<file path="config.mk">
export PLATFORM = sky130hd
export DESIGN_NAME = htw_ctrl_flat
export DESIGN_NICKNAME = d
export VERILOG_FILES = /design/src/hdl/htw_pkg.sv /design/src/hdl/htw_if.sv /design/src/hdl/htw_ctrl.sv /design/src/flat_wrapper.sv
export SDC_FILE = /design/constraint.sdc
export NUM_CORES = 1
export LEC_CHECK = 0
export ABC_CLOCK_PERIOD_IN_PS = 3800
export BUFFER_PORTS_ARGS = -buffer_cell sky130_fd_sc_hd__clkbuf_2
export CELL_PAD_IN_SITES_DETAIL_PLACEMENT = 1
export CELL_PAD_IN_SITES_GLOBAL_PLACEMENT = 1
export CORE_MARGIN = 1
export CORE_UTILIZATION = 30
export CTS_CLUSTER_DIAMETER = 80
export DETAILED_ROUTE_END_ITERATION = 12
export GPL_TIMING_DRIVEN = 0
export PLACE_DENSITY = 0.74
export SLEW_MARGIN = 20
export SYNTH_ARGS = -nofsm -noshare
export SYNTH_HDL_FRONTEND = slang
export SYNTH_SLANG_ARGS = --single-unit
export TNS_END_PERCENT = 10
</file>
<file path="constraint.sdc">
create_clock -name clk -period 3.8 [get_ports clk]
set_input_delay 0.38 -clock clk [delete_from_list [all_inputs] [get_ports clk]]
set_output_delay 0.38 -clock clk [all_outputs]
set_load 0.05 [all_outputs]
</file>
<file path="src/hdl/htw_pkg.sv">
// Shared types, codes and helpers for the Huffman tree-walk decoder.
// No dependencies; htw_if, htw_ctrl and the top level refer to it by scoped names.
`timescale 1ns / 1ps

package htw_pkg;

  localparam int unsigned IDX_W = 9;
  localparam int unsigned SYM_W = 8;
  localparam int unsigned CNT_W = 32;
  localparam int unsigned CFG_W = 32;

  // Request kinds
  localparam logic KIND_NODE = 1'b0;
  localparam logic KIND_BIT  = 1'b1;

  // Configuration register indexes
  localparam logic REG_ROOT_INDEX       = 1'b0;
  localparam logic REG_SYMBOLS_EXPECTED = 1'b1;

  typedef enum logic [1:0] {
    ST_IDLE,
    ST_FETCH,
    ST_STEP
  } htw_state_t;

  typedef struct packed {
    logic             valid;
    logic [SYM_W-1:0] symbol;
    logic             last;
  } htw_emit_t;

  // Reduce a node index modulo the table size by conditional subtraction
  // of shifted copies of the size.
  function automatic logic [IDX_W-1:0] wrap_index(input logic [IDX_W-1:0] v,
                                                  input int unsigned n);
    logic [IDX_W-1:0] r;
    int unsigned m;
    r = v;
    m = 0;
    for (int k = IDX_W - 1; k >= 0; k--) begin
      m = n << k;
      if (32'(r) >= m) begin
        r = r - IDX_W'(m);
      end
    end
    return r;
  endfunction

endpackage

</file>
<file path="src/hdl/htw_if.sv">
// Valid/ready channel interfaces for requests in and decoded symbols out.
// Depends on htw_pkg for field widths.
`timescale 1ns / 1ps

interface htw_in_if;
  logic                        valid;
  logic                        ready;
  logic                        kind;
  logic [htw_pkg::IDX_W-1:0]   node_index;
  logic                        node_is_leaf;
  logic [htw_pkg::SYM_W-1:0]   node_symbol;
  logic [htw_pkg::IDX_W-1:0]   zero_child;
  logic [htw_pkg::IDX_W-1:0]   one_child;
  logic                        code_bit;

  modport source (
    output valid, kind, node_index, node_is_leaf, node_symbol, zero_child,
           one_child, code_bit,
    input  ready
  );
  modport sink (
    input  valid, kind, node_index, node_is_leaf, node_symbol, zero_child,
           one_child, code_bit,
    output ready
  );
endinterface


</file>
<file path="src/hdl/htw_ctrl.sv">
// Tree-walk sequencer: node writes, root fetch, up to one table read per bit.
// Depends on htw_pkg and htw_if; drives the node table RAM ports.
`timescale 1ns / 1ps

module htw_ctrl #(
  parameter int unsigned NODE_COUNT = 512
) (
  input  logic                           clk,
  input  logic                           rst,
  htw_in_if.sink                         item,
  input  logic [$clog2(NODE_COUNT)-1:0]  root_addr,
  input  logic                           root_dirty,
  input  logic [htw_pkg::CNT_W-1:0]      symbols_expected,
  input  logic                           slot_free,
  output htw_pkg::htw_emit_t             emit,
  output logic                           wr_en,
  output logic [$clog2(NODE_COUNT)-1:0]  wr_addr,
  output logic [2*$clog2(NODE_COUNT)+htw_pkg::SYM_W:0] wr_data,
  output logic                           rd_en,
  output logic [$clog2(NODE_COUNT)-1:0]  rd_addr,
  input  logic [2*$clog2(NODE_COUNT)+htw_pkg::SYM_W:0] rd_data
);

  localparam int unsigned ADDR_W  = $clog2(NODE_COUNT);
  localparam int unsigned ENTRY_W = 2 * ADDR_W + htw_pkg::SYM_W + 1;
  localparam int unsigned LEAF_B  = ENTRY_W - 1;
  localparam int unsigned SYM_HI  = ENTRY_W - 2;
  localparam int unsigned ZERO_HI = 2 * ADDR_W - 1;
  localparam int unsigned ONE_HI  = ADDR_W - 1;

  htw_pkg::htw_state_t state, state_next;

  logic [ENTRY_W-1:0]        root_entry;
  logic [ENTRY_W-1:0]        cur_entry;
  logic                      root_ok, root_ok_next;
  logic                      at_root, at_root_next;
  logic [htw_pkg::CNT_W-1:0] count, count_next;

  logic [ENTRY_W-1:0]        cur_src;
  logic                      accepted;
  logic                      is_bit;
  logic                      is_node;
  logic                      count_done;
  logic                      step_leaf;
  logic                      walk_go;
  logic                      cur_leaf_emit;
  logic                      step_emit;
  logic [htw_pkg::CNT_W-1:0] count_inc;

  // Current node: fresh read data while a step lands, else cached entries
  assign cur_src = (state == htw_pkg::ST_STEP) ? rd_data
                                               : (at_root ? root_entry : cur_entry);

  assign accepted      = item.valid && item.ready;
  assign is_bit        = accepted && (item.kind == htw_pkg::KIND_BIT);
  assign is_node       = accepted && (item.kind == htw_pkg::KIND_NODE);
  assign count_done    = count >= symbols_expected;
  assign step_leaf     = rd_data[LEAF_B];
  assign walk_go       = is_bit && !count_done && !cur_src[LEAF_B];
  assign cur_leaf_emit = is_bit && !count_done && cur_src[LEAF_B];
  assign step_emit     = (state == htw_pkg::ST_STEP) && step_leaf && slot_free;
  assign count_inc     = count + htw_pkg::CNT_W'(1);

  // Next state
  always_comb begin
    state_next = state;
    unique case (state)
      htw_pkg::ST_IDLE: begin
        // Hold off the fetch while the root register is being rewritten
        if (!root_ok) begin
          if (!root_dirty) begin
            state_next = htw_pkg::ST_FETCH;
          end
        end else if (walk_go) begin
          state_next = htw_pkg::ST_STEP;
        end
      end
      htw_pkg::ST_FETCH: begin
        state_next = htw_pkg::ST_IDLE;
      end
      htw_pkg::ST_STEP: begin
        if (step_leaf) begin
          if (slot_free) begin
            state_next = htw_pkg::ST_IDLE;
          end
        end else if (!walk_go) begin
          state_next = htw_pkg::ST_IDLE;
        end
      end
      default: state_next = htw_pkg::ST_IDLE;
    endcase
  end

  // Outputs and register next values
  always_comb begin
    item.ready   = 1'b0;
    rd_en        = 1'b0;
    rd_addr      = root_addr;
    wr_en        = is_node;
    wr_addr      = ADDR_W'(htw_pkg::wrap_index(item.node_index, NODE_COUNT));
    wr_data      = {item.node_is_leaf, item.node_symbol,
                    ADDR_W'(htw_pkg::wrap_index(item.zero_child, NODE_COUNT)),
                    ADDR_W'(htw_pkg::wrap_index(item.one_child, NODE_COUNT))};
    emit.valid   = 1'b0;
    emit.symbol  = cur_src[SYM_HI -: htw_pkg::SYM_W];
    emit.last    = count_inc == symbols_expected;
    root_ok_next = root_ok;
    at_root_next = at_root;
    count_next   = count;

    unique case (state)
      htw_pkg::ST_IDLE: begin
        item.ready = root_ok && slot_free;
        if (!root_ok) begin
          rd_en = 1'b1;
        end
        if (cur_leaf_emit) begin
          emit.valid = 1'b1;
        end
      end
      htw_pkg::ST_FETCH: begin
        root_ok_next = 1'b1;
      end
      htw_pkg::ST_STEP: begin
        item.ready = !step_leaf;
        if (step_emit) begin
          emit.valid = 1'b1;
        end else if (!step_leaf) begin
          at_root_next = 1'b0;
        end
      end
      default: ;
    endcase

    if (walk_go) begin
      rd_en   = 1'b1;
      rd_addr = item.code_bit ? cur_src[ONE_HI -: ADDR_W] : cur_src[ZERO_HI -: ADDR_W];
    end
    if (emit.valid) begin
      at_root_next = 1'b1;
      count_next   = count_inc;
    end
    if (is_node) begin
      at_root_next = 1'b1;
      count_next   = '0;
      root_ok_next = 1'b0;
    end
    // A root change always forces a refetch, even over a fetch in flight
    if (root_dirty) begin
      root_ok_next = 1'b0;
    end
  end

  always_ff @(posedge clk) begin
    if (rst) begin
      state   <= htw_pkg::ST_IDLE;
      root_ok <= 1'b0;
      at_root <= 1'b1;
      count   <= '0;
    end else begin
      state   <= state_next;
      root_ok <= root_ok_next;
      at_root <= at_root_next;
      count   <= count_next;
    end
  end

  always_ff @(posedge clk) begin
    if (state == htw_pkg::ST_FETCH) begin
      root_entry <= rd_data;
    end
    if ((state == htw_pkg::ST_STEP) && !step_leaf) begin
      cur_entry <= rd_data;
    end
  end

`ifndef ASSERT_OFF
  a_no_rw_overlap: assert property (@(posedge clk) disable iff (rst)
    !(wr_en && rd_en))
    else $error("node table read and write in the same cycle");

  a_emit_has_slot: assert property (@(posedge clk) disable iff (rst)
    emit.valid |-> slot_free)
    else $error("symbol emitted while output register is full");

  a_emit_under_count: assert property (@(posedge clk) disable iff (rst)
    emit.valid |-> (count < symbols_expected))
    else $error("symbol emitted past the expected count");

  a_walk_not_leaf: assert property (@(posedge clk) disable iff (rst)
    (state == htw_pkg::ST_IDLE && !at_root) |-> !cur_entry[LEAF_B])
    else $error("walk parked on a leaf node");

  a_fetch_one_cycle: assert property (@(posedge clk) disable iff (rst)
    (state == htw_pkg::ST_FETCH) |=> (state == htw_pkg::ST_IDLE))
    else $error("root fetch did not complete");
`endif

endmodule

</file>
<file path="src/flat_wrapper.sv">
// flat-port wrapper written by rule: the top's interface ports become plain ports
module htw_ctrl_flat 
#(
  parameter int unsigned NODE_COUNT = 512
)
  (clk, rst, root_addr, root_dirty, symbols_expected, slot_free, emit, wr_en, wr_addr, wr_data, rd_en, rd_addr, rd_data, item_valid, item_kind, item_node_index, item_node_is_leaf, item_node_symbol, item_zero_child, item_one_child, item_code_bit, item_ready);
  htw_in_if item_i ();
  input  logic clk;
  input  logic rst;
  input  logic [$clog2(NODE_COUNT)-1:0] root_addr;
  input  logic root_dirty;
  input  logic [htw_pkg::CNT_W-1:0] symbols_expected;
  input  logic slot_free;
  output htw_pkg::htw_emit_t emit;
  output logic wr_en;
  output logic [$clog2(NODE_COUNT)-1:0] wr_addr;
  output logic [2*$clog2(NODE_COUNT)+htw_pkg::SYM_W:0] wr_data;
  output logic rd_en;
  output logic [$clog2(NODE_COUNT)-1:0] rd_addr;
  input  logic [2*$clog2(NODE_COUNT)+htw_pkg::SYM_W:0] rd_data;
  input wire logic [$bits(item_i.valid)-1:0] item_valid;
  input wire logic [$bits(item_i.kind)-1:0] item_kind;
  input wire logic [$bits(item_i.node_index)-1:0] item_node_index;
  input wire logic [$bits(item_i.node_is_leaf)-1:0] item_node_is_leaf;
  input wire logic [$bits(item_i.node_symbol)-1:0] item_node_symbol;
  input wire logic [$bits(item_i.zero_child)-1:0] item_zero_child;
  input wire logic [$bits(item_i.one_child)-1:0] item_one_child;
  input wire logic [$bits(item_i.code_bit)-1:0] item_code_bit;
  output wire logic [$bits(item_i.ready)-1:0] item_ready;
  assign item_i.valid = item_valid;
  assign item_i.kind = item_kind;
  assign item_i.node_index = item_node_index;
  assign item_i.node_is_leaf = item_node_is_leaf;
  assign item_i.node_symbol = item_node_symbol;
  assign item_i.zero_child = item_zero_child;
  assign item_i.one_child = item_one_child;
  assign item_i.code_bit = item_code_bit;
  assign item_ready = item_i.ready;
  htw_ctrl #(.NODE_COUNT(NODE_COUNT)) u_core (.clk(clk), .rst(rst), .item(item_i), .root_addr(root_addr), .root_dirty(root_dirty), .symbols_expected(symbols_expected), .slot_free(slot_free), .emit(emit), .wr_en(wr_en), .wr_addr(wr_addr), .wr_data(wr_data), .rd_en(rd_en), .rd_addr(rd_addr), .rd_data(rd_data));
endmodule
</file>
# --- Word level (Yosys, flattened, before mapping) ---
# Cells that the tools add are included.
word_totals:
  regBits: 90
  latch_bits: 0
  ramBits: 0
  mem_bits_ro: 0
  inputBits: 111
  out_inout_bits: 58
  wordCells: 55
  memories: 0
op_classes:
  addsub: 1
  n_mul: 0
  n_div: 0
  magnitude_cmp: 1
  eq_ne: 7
  shift: 0
  mux: 18
  bitwise: 3
  n_reduce_logical: 19
ops:
  columns: ["op", "n"]
  rows:
  - ["27-bit 2-to-1 mux", 2]
  - ["32-bit by 1-bit adder with 32-bit output, second input constant", 1]
  - ["32-bit == test", 1]
  - ["32-bit >= comparator", 1]
  - ["9-bit 2-to-1 mux", 2]
  - ["2-bit 2-to-1 mux", 6]
  - ["1-bit logical AND", 10]
  - ["3-bit inequality test, second input constant", 3]
  - ["3-bit OR reduction", 2]
  - ["1-bit 2-to-1 mux", 5]
  - ["1-bit case mux with 2 select lines", 2]
  - ["2-bit case mux with 2 select lines", 1]
  - ["4-bit AND reduction", 1]
  - ["1-bit zero test", 3]
  - ["3-bit by 2-bit inequality test with 1-bit output, second input constant", 1]
  - ["1-bit inverter", 3]
  - ["3-bit AND reduction", 1]
  - ["2-bit by 1-bit == test with 1-bit output, second input constant", 1]
  - ["2-bit == test, second input constant", 1]
  - ["2-bit zero test", 1]
  - ["2-bit OR reduction", 1]

# --- Logic depth before layout (Yosys ltp) ---
# Gate-level depths: netlist of run 1.
depth:
  word_depth: 9
  mapped_depth: 11
  mapped_depth_nobuf: 9

# --- Least setup slack after synthesis of run 1 ---
# No wires, ideal clock.
synth_path:
  path_type: "register to output"
  start: "reg u_core.count[1] in the netlist's numbering"
  end: "out emit[0] in the netlist's numbering"
  arrival_time_ps: 2927
  required_ps: 3420
  setup_slack_ps: 493
  path_stages_with_launch: 10
  n_path_buf: 1
  path_cell_list: "dfxtp_1 -> ha_1 -> and4_1 -> and3_1 -> buf_4 -> nand2_4 -> or4_4 -> xnor2_1 -> nand3_1 -> nor4_2"
synth_rtl:
  columns: ["item", "line", "source"]
  rows:
  - ["start, declared", "htw_ctrl.sv:37", "logic [htw_pkg::CNT_W-1:0] count, count_next;"]
  - ["start signal, assigned", "htw_ctrl.sv:164", "count <= count_next;"]
  - ["end, declared", "flat_wrapper.sv:14", "output htw_pkg::htw_emit_t emit;"]

==> flow_summary.toml, run 1 <==
[logic_synthesis]
synthesis.area_mm2 = 0.006392
yosysTopAreaCell = "edfxtp_1"
synth_cells = 677
ys_top_cells_by_count = "nand2_1, edfxtp_1, a21oi_1, buf_4, dfxtp_1"
netlist.area_leader.share_pct = 25.37
netlist_top_cells_area = "edfxtp_1, dfxtp_1, ha_1"
asyncSetResetFlopFracSynth_pct = 0
synth_top_flop_cell = "edfxtp_1"
fraction_of_the_yosys_area_taken_by_sequential_cells_pct = 36.64
synth_enable_flop_cells = 54
mappedNetlistNets = 821
synth.lib_cells_used.distinct = 60
yosys_warnings = 0
synthMostInstantiatedCell = "nand2_1"
synthesis.area_per_instance_um2 = 9.442
flop_and_latch_count_out_of_synthesis = 90

[worst_setup_path]
critPathCaptureType = "output port"
timing.critical_path.fanout_max = 9
critical_path_arrival_ps = 3280
crit_path_start = "u_core.count[7]"
r2r.worst_path.cells = 9
timing.critical_path.max_delay_family = "simple AND/OR/NAND/NOR gates"
setup.worst_path.class = "reg -> out"
r2r_slack_ps = 880
crit_buf_inv = 2
regToRegEndpoint = "u_core.count[13]"
worst_ep_required_time_ps = 3420
critPathMaxStageDelay_ps = 430
timing.critical_path.cells = "buf_2 > nand3_2 > nor3_2 > a31oi_1 > a211o_1 > nor4_2 > nand4_1 > nor4_2 > clkbuf_4"
worst_reg2reg_startpoint = "u_core.count[27]"
setup.worst_path.start_class = "register"
cp_common_cell = "nor4_2"
path_depth = 9
slowest_stage = "nor3_2"

[sta]
hold-worst-slack_ps = 209.3
layout_worst_path_cycle_share_pct = 96.29
final_period_minus_worst_setup_slack_ps = 3659
max_slew.worst_pin.slew_ps = 699.5
totalNegativeSetupSlack_ps = 0
hold_violations = 0
report.final.setup_viol = 0
max_slew_margin_pct = 53.37
finClkSkew_ps = 8.399
achievable-frequency_mhz = 273.3
rsz_0062_raised_after_global_routing = "no"
final-max-slew-violation-count = 0

[clock_network]
h-tree-depth = 3
cts_max_path_buffers = 2
cts_setup_buffers = 0
cts.root.buffer_cell = "clkbuf_16"
clkLatencyLatePin_ps = 350
cts.reportedPaths.clkPinSlew_ps = 70
inserted_clock_buffers = 9
cts.sink_count = 90
cts_tree = "built"

[route]
route.detailed.wl_per_inst_um = 17.65
detail_route.wirelength_mm = 19.46
route.detailed.vias_per_inst = 5.196
dr.first_iter.drc_count = 370
drcViolationCount = 0
detailedRoute.firstPassIterationCount = 7
antenna_violating_nets_post_route = 0
detailroute.via_count = 5726

[cells_and_area]
layout.core_utilization_pct = 37.42
num-nets-final = 966
layout.cells.non_filler = 1102
num_antenna_cells = 0
post_route_cells_drive_above_1_share_pct = 29.87
areaGrowthSynthToFinish_pct = 22.67

[placed_design]
port-buffer-count = 131
place_congestion = 0.8224
hpwl_mm = 15.10
placed_cells = 1086

[hold_path]
hp-start = "root_dirty"
hp-class = "in -> reg"
endpoint_worst_hold = "u_core.state[0]"
min_delay_path_depth = 2

[floorplan]
io_pins = 169
initial_utilization_pct = 30.51
design.core.area_mm2 = 0.02096
die_outline_area_mm2 = 0.02190
die_h_um = 148.0
floorplan.rows = 53
die_width_um = 148.0

[power]
cellPowerDensity_mw_per_mm2 = 300.5
vdd_drop_max_mv = 0.1947
power.leakage_nw = 3.262

[global_route]
grt.overflow.total = 0
largest_net_degree_at_the_start_of_global_routing = 25
via_count_of_the_first_global_routing_pass = 5522
antenna_found_initial = 0
grt_first_pass_wirelength_mm = 30.03
global_route.usage.total_pct = 17.76

[run_status]
run_status = "finished, final reports clean"

[run]
max_cap_violations = 0
cell type report:
class	count	area, µm²
fillers	2492	13110
flip-flops and latches	90	2346
plain buffers	78	483.0
clock buffers	10	229.0
inverters	34	127.6
multi-input cells	475	3510
clock inverters	6	73.82
well taps	275	344.1
repair buffers	134	728.2
repair_timing:
| action | in CTS | in global routing |
|---|---|---|
| gates resized for setup | 9 | 7 |
| pin swaps | 1 | 2 |
| hold buffers | 0 | 0 |
| setup endpoints to repair | 12 | 10 |
metrics by stage:
stage | instance area (µm²) | setup slack (ps) | total power, W
floorplan | 6392 | 493.3 | 0.001324
global placement | 7392 | -784.2 | 0.001436
detailed placement | 7470 | -113.9 | 0.001446
CTS | 7820 | 8.888 | 0.002384
global route | 7841 | 8.001 | 0.002446
finish | 7841 | 141.0 | 0.002357
layer usage:
metal	global-route usage (%)	part of all wire [%]	up-vias
li1	-	-	2725
met1	23.20	44	2787
met2	29.67	48	191
met3	3.889	6.2	23
met4	4.278	1.5	0
met5	0	0	-
placed cells by master (no fill, tap or decap), drive strengths merged, types with 4 or more instances in the layout:
master,n
xor2,13
a2111o,19
clkbuf,162
buf,60
mux2,9
dfxtp,36
nor3b,4
nor2,33
a21oi,48
nand3,28
nor3,8
nand2,66
a31oi,6
or3,12
mux2i,32
ha,33
mux4,9
o21ai,45
and3,8
or2,4
nand4,23
xnor2,34
edfxtp,54
inv,37
nor4,8
sequential cells by signal (all words and copies together) (netlist names):
| name | flops |
|---|---|
| u_core.count | 32 |
| u_core.at_root | 1 |
| u_core.root_entry | 27 |
| u_core.root_ok | 1 |
| u_core.cur_entry | 27 |
| u_core.state | 2 |
worst max-delay path by stage:
stage                 endpoint  slack (ps)
floorplan              emit[0]         490
global placement    rd_addr[4]        -780
detailed placement  rd_addr[5]        -110
CTS                    emit[0]           9
global route           emit[0]           8
finish                 emit[0]         140
cells by family after synthesis:
| family | Yosys count | synth area share (%) |
|---|---|---|
| XOR/XNOR | 47 | 6.440 |
| multiplexers | 50 | 9.767 |
| AND/OR/NAND/NOR | 211 | 17.75 |
| buffers and inverters | 112 | 9.552 |
| AO/OA/AOI/OAI | 133 | 13.23 |
| flip-flops | 90 | 36.64 |
| adder cells (fa/ha/maj) | 34 | 6.616 |
power breakdown:
group	internal, W	switching, W
combinational	0.000134	0.000238
sequential	0.00105	0.00000375
clock	0.000520	0.000412
total	0.00170	0.000654
Note: power is estimated with default switching activity, not from simulation.
==> run 2, diff against run 1 <==
- RECOVER_POWER: unset -> 100
==> run 2 against run 1 <==
  * Final cell count stayed put
  * Setup slack lost 37 ps
  * Die area did not move
  * Critical endpoint is now rd_addr[5]
  * Highest routed layer unchanged
==> flow_summary.toml, run 2 (synthesized netlist as in run 1, its figures left out) <==
[worst_setup_path]
critical_path_arrival_ps = 3320
timing.critical_path.cells = "ha_1 > nand4_1 > nor4_4 > o21ai_1 > nand2_1 > nor3_4 > buf_4 > mux2_2 > clkbuf_2"
critPathMaxStageDelay_ps = 580
setup.worst_path.class = "reg -> out"
timing.critical_path.fanout_max = 10
slowest_stage = "nor4_4"
setup.worst_path.start_class = "register"
worst_ep_required_time_ps = 3420
r2r_slack_ps = 530
r2r.worst_path.cells = 9
worst_reg2reg_startpoint = "u_core.count[19]"
regToRegEndpoint = "u_core.count[13]"
critPathCaptureType = "output port"

[floorplan]
die_width_um = 148.0
die_h_um = 148.0
initial_utilization_pct = 30.51
design.core.area_mm2 = 0.02096
die_outline_area_mm2 = 0.02190
floorplan.rows = 53
io_pins = 169

[hold_path]
hp-start = "root_dirty"
hp-class = "in -> reg"
endpoint_worst_hold = "u_core.state[0]"
min_delay_path_depth = 2

[placed_design]
placed_cell_area_mm2 = 0.007470
hpwl_mm = 15.10
placed_cells = 1086
port-buffer-count = 131
place_congestion = 0.8224

[clock_network]
cts.reportedPaths.clkPinSlew_ps = 70
cts.sink_count = 90
h-tree-depth = 3
cts_max_path_buffers = 2
inserted_clock_buffers = 9
cts.root.buffer_cell = "clkbuf_16"
cts_tree = "built"
clkLatencyLatePin_ps = 350

[global_route]
antenna_found_initial = 0
grt_first_pass_wirelength_mm = 30.03
via_count_of_the_first_global_routing_pass = 5522
grt.overflow.total = 0
global_route.usage.total_pct = 17.76
largest_net_degree_at_the_start_of_global_routing = 25

[sta]
final-max-slew-violation-count = 0
hold_violations = 0
layout_worst_path_cycle_share_pct = 97.25
report.final.setup_viol = 0
rsz_0062_raised_after_global_routing = "no"
hold-worst-slack_ps = 210.4
finClkSkew_ps = 7.292
achievable-frequency_mhz = 270.6
final_period_minus_worst_setup_slack_ps = 3696
max_slew.worst_pin.slew_ps = 1410
max_slew_margin_pct = 6.003

[cells_and_area]
num-nets-final = 966
layout.cells.non_filler = 1102
final_common_cell = "clkbuf_1"
layout.core_utilization_pct = 36.71
layout.cell_area.non_filler_mm2 = 0.007694
largest_register_ffs = 32
largest_register = "u_core.count"
num_antenna_cells = 0
areaGrowthSynthToFinish_pct = 20.36
final.fill_count = 2523
biggest_registers_after_layout = "u_core.count (32), u_core.cur_entry (27), u_core.root_entry (27)"
final_cell_mix = "clkbuf_1, nand2_1, clkbuf_2"
post_route_cells_drive_above_1_share_pct = 20.31

[route]
route.detailed.wl_per_inst_um = 17.62
detailedRoute.firstPassIterationCount = 7
route.detailed.vias_per_inst = 5.181
antenna_violating_nets_post_route = 0
drcViolationCount = 0
dr.first_iter.drc_count = 338
detailroute.via_count = 5710
detail_route.wirelength_mm = 19.42

[run_status]
run_status = "finished, final reports clean"

[power]
power.leakage_nw = 3.011
power_w = 0.002340
vdd_drop_max_mv = 0.1931
cellPowerDensity_mw_per_mm2 = 304.2

[run]
max_cap_violations = 0
## run 2: where the power goes
| group | total [W] | switching, W | internal, W | leakage (nW) |
|---|---|---|---|---|
| clock network | 0.000930 | 0.000410 | 0.000520 | 0.142 |
| registers | 0.00105 | 0.00000372 | 0.00105 | 0.785 |
| logic | 0.000357 | 0.000238 | 0.000120 | 2.08 |
| total | 0.00234 | 0.000652 | 0.00169 | 3.01 |
## run 2: timing repair
action / 4_1_cts / 5_1_grt
setup buffers: 0 / 0
gates resized for setup: 9 / 7
pin swaps: 1 / 2
hold buffers: 0 / 0
endpoints found under the setup margin: 12 / 10
## run 2: layout make-up
cell class / count / area [µm²] / share of cell area, %
multi-input cells: 475 / 3497 / 45.45
flip-flops and latches: 90 / 2346 / 30.49
repair buffers: 134 / 601.8 / 7.822
plain buffers: 78 / 474.2 / 6.164
well taps: 275 / 344.1 / 4.472
clock buffers: 10 / 229.0 / 2.976
inverters: 34 / 127.6 / 1.659
clock inverters: 6 / 73.82 / 0.9595
## run 2: how the worst max path moves through the flow
stage | startpoint | endpoint | slack [ps] | cells after the start
after floorplan | u_core.count[1] | emit[0] | 490 | 9
after global placement | rd_data[26] | rd_addr[4] | -780 | 9
after detailed placement | symbols_expected[2] | rd_addr[5] | -110 | 12
after CTS | u_core.count[1] | emit[0] | 9 | 10
after global routing | u_core.count[5] | emit[0] | 8 | 9
final | u_core.count[19] | rd_addr[5] | 100 | 9
## run 2: routing by layer
layer / GRT usage (%) / routed length, µm / up-vias / part of all wire [%]
li1: - / - / 2729 / -
met1: 23.20 / 8718 / 2786 / 45
met2: 29.67 / 9333 / 174 / 48
met3: 3.889 / 1080 / 21 / 5.6
met4: 4.278 / 289 / 0 / 1.5
met5: 0 / 0 / - / 0
## run 2: stage by stage
| step | worst slack [ps] | TNS (ps) |
|---|---|---|
| after floorplan | 493.3 | 0 |
| after global placement | -784.2 | -8403 |
| after detailed placement | -113.9 | -939.3 |
| after CTS | 8.888 | 0 |
| after global routing | 8.001 | 0 |
| final | 104.4 | 0 |
## run 2: critical path: cells and delay by family (launching register included)
kind / cells / cell delay, ps
buffers and inverters: 2 / 430
AND/OR/NAND/NOR: 4 / 1120
adder cells (fa/ha/maj): 1 / 350
flip-flops: 1 / 390
AO/OA/AOI/OAI: 1 / 370
multiplexers: 1 / 280
==> run 3, diff against run 2 <==
- ABC_CLOCK_PERIOD_IN_PS: 3800 -> 3700
- CTS_BUF_LIST: unset -> sky130_fd_sc_hd__clkbuf_4
- clock period: 3.8 -> 3.7 ns (I/O delays scaled with it)
==> run 3 against run 2 <==
  * Count of clock-buffer cells in the layout unchanged
  * Sequential share of layout area about the same
  * Register-to-register slack improved by 320 ps
  * Clock skew increased by 13 ps
  * Setup slack got worse by 50 ps
  * Die area unchanged
  * Hold slack got worse by 150 ps
  * Clock power decreased by 35%
==> flow_summary.toml, run 3 (synthesized netlist as in run 1, its figures left out) <==
[floorplan]
die_outline_area_mm2 = 0.02190
io_pins = 169
floorplan.rows = 53
die_width_um = 148.0
die_h_um = 148.0
design.core.area_mm2 = 0.02096
initial_utilization_pct = 30.51

[power]
cellPowerDensity_mw_per_mm2 = 266.2
power.leakage_nw = 3.066
vdd_drop_max_mv = 0.1852

[global_route]
largest_net_degree_at_the_start_of_global_routing = 25
antenna_found_initial = 1
via_count_of_the_first_global_routing_pass = 5495
grt_first_pass_wirelength_mm = 29.88
grt.overflow.total = 0
global_route.usage.total_pct = 17.66
m2_gr_usage_pct = 29.37
groute.layer.met1.usage_pct = 23.39
grt.met3_usage_pct = 3.673
busiest_layer_in_global_routing = "met2"

[placed_design]
placed_cell_area_mm2 = 0.007470
place_congestion = 0.8224
hpwl_mm = 15.10
port-buffer-count = 131
placement.setup.worst_slack_ps = -193.9

[cells_and_area]
post_route_cells_drive_above_1_share_pct = 23.68
final_cell_mix = "clkbuf_1, nand2_1, clkbuf_2"
largest_register = "u_core.count"
final.fill_count = 2530
biggest_registers_after_layout = "u_core.count (32), u_core.cur_entry (27), u_core.root_entry (27)"
final_common_cell = "clkbuf_1"
largest_register_ffs = 32
num-nets-final = 975
layout.cell_area.non_filler_mm2 = 0.007709
areaGrowthSynthToFinish_pct = 20.59

[clock_network]
cts.root.buffer_cell = "clkbuf_4"
cts_max_path_buffers = 2
inserted_clock_buffers = 9
cts.hold.buffers_added = 0
cts.reportedPaths.clkPinSlew_ps = 160
clkLatencyLatePin_ps = 480
h-tree-depth = 3
cts_tree = "built"
cts.sink_count = 90

[worst_setup_path]
end_of_the_critical_path = "emit[0]"
critPathCaptureType = "output port"
setup.worst_path.class = "reg -> out"
regToRegEndpoint = "u_core.count[13]"
r2r_slack_ps = 850
r2r.worst_path.cells = 11
crit_path_start = "u_core.count[9]"
worst_reg2reg_startpoint = "u_core.state[0]"
critical_path_arrival_ps = 3280
setup.worst_path.start_class = "register"
timing.critical_path.fanout_max = 9
worst_ep_required_time_ps = 3330

[sta]
final-max-slew-violation-count = 0
achievable-frequency_mhz = 274.3
finalWorstSetupSlack_ps = 53.99
max_slew_margin_pct = 7.765
hold_violations = 0
layout_worst_path_cycle_share_pct = 98.54
finClkSkew_ps = 20.43
final_period_minus_worst_setup_slack_ps = 3646
max_slew.worst_pin.slew_ps = 1384
rsz_0062_raised_after_global_routing = "yes"
report.final.setup_viol = 0

[hold_path]
min_delay_path_depth = 2
hp-class = "in -> reg"

[route]
detail_route.wirelength_mm = 19.49
drcViolationCount = 0
dr.first_iter.drc_count = 329
antenna_violating_nets_post_route = 0
route.detailed.vias_per_inst = 5.140
detailroute.via_count = 5716
route.detailed.wl_per_inst_um = 17.52
detailedRoute.firstPassIterationCount = 7

[run]
max_cap_violations = 0

[run_status]
run_status = "finished, final reports clean"
==> run 3: worst max-delay path: stages (launching register included) <==
cell and delay, ps:
dfxtp_1 410, clkbuf_4 220, and4_1 280, nand3_2 170, nor4_2 320, xnor2_1 150
nor2_1 50, or4_1 620, nor4_4 340, clkbuf_8 230
==> run 3: through the flow <==
step	util [%]	setup TNS [ps]	hold WS, ps	instances	total power (W)
2_1_floorplan	-	0	446.4	677	0.001359
3_3_place_gp	35.28	-11160	488.8	1083	0.001474
3_5_place_dp	35.65	-1728	508.5	1086	0.001485
4_1_cts	36.85	-46.51	33.51	1104	0.002093
5_1_grt	36.79	-243.7	31.13	1112	0.002140
6_report	36.79	0	63.76	1112	0.002052
==> run 3: where the power goes <==
part | switching, W | internal, W
clock network | 0.000381 | 0.000223
logic | 0.000244 | 0.000124
registers | 0.00000377 | 0.00108
==> run 3: area by class of cell <==
class,instances,area (µm²),area share (%)
Clock inverter,6,73.82,0.9576
Buffer,78,489.2,6.346
Multi-Input combinational cell,475,3551,46.06
Timing Repair Buffer,143,694.4,9.008
Inverter,34,127.6,1.656
Sequential cell,90,2351,30.50
Tap cell,275,344.1,4.464
Clock buffer,10,75.07,0.9739
Antenna cell,1,2.502,0.03246
==> run 3: worst min path at each step <==
| stage | start | to | slack (ps) |
|---|---|---|---|
| 6_report | root_dirty | u_core.state[0] | 60 |
| 5_1_grt | root_dirty | u_core.root_ok | 30 |
| 4_1_cts | root_dirty | u_core.state[0] | 30 |
| 3_5_place_dp | u_core.count[31] | u_core.count[31] | 510 |
| 3_3_place_gp | u_core.root_ok | u_core.root_ok | 490 |
| 2_1_floorplan | root_dirty | u_core.state[0] | 450 |
==> run 3: per-layer routing <==
| layer | wire length (µm) | vias to the layer above |
|---|---|---|
| met5 | 0 | - |
| li1 | - | 2741 |
| met2 | 9306 | 182 |
| met3 | 1122 | 25 |
| met4 | 320 | 0 |
| met1 | 8736 | 2768 |
==> run 3: repair_timing <==
action / in CTS / in global routing
resized for setup: 19 / 21
pin swaps: 5 / 7
gates cloned: 0 / 0
endpoints found under the setup margin: 12 / 11
buffers inserted: 2 / 7
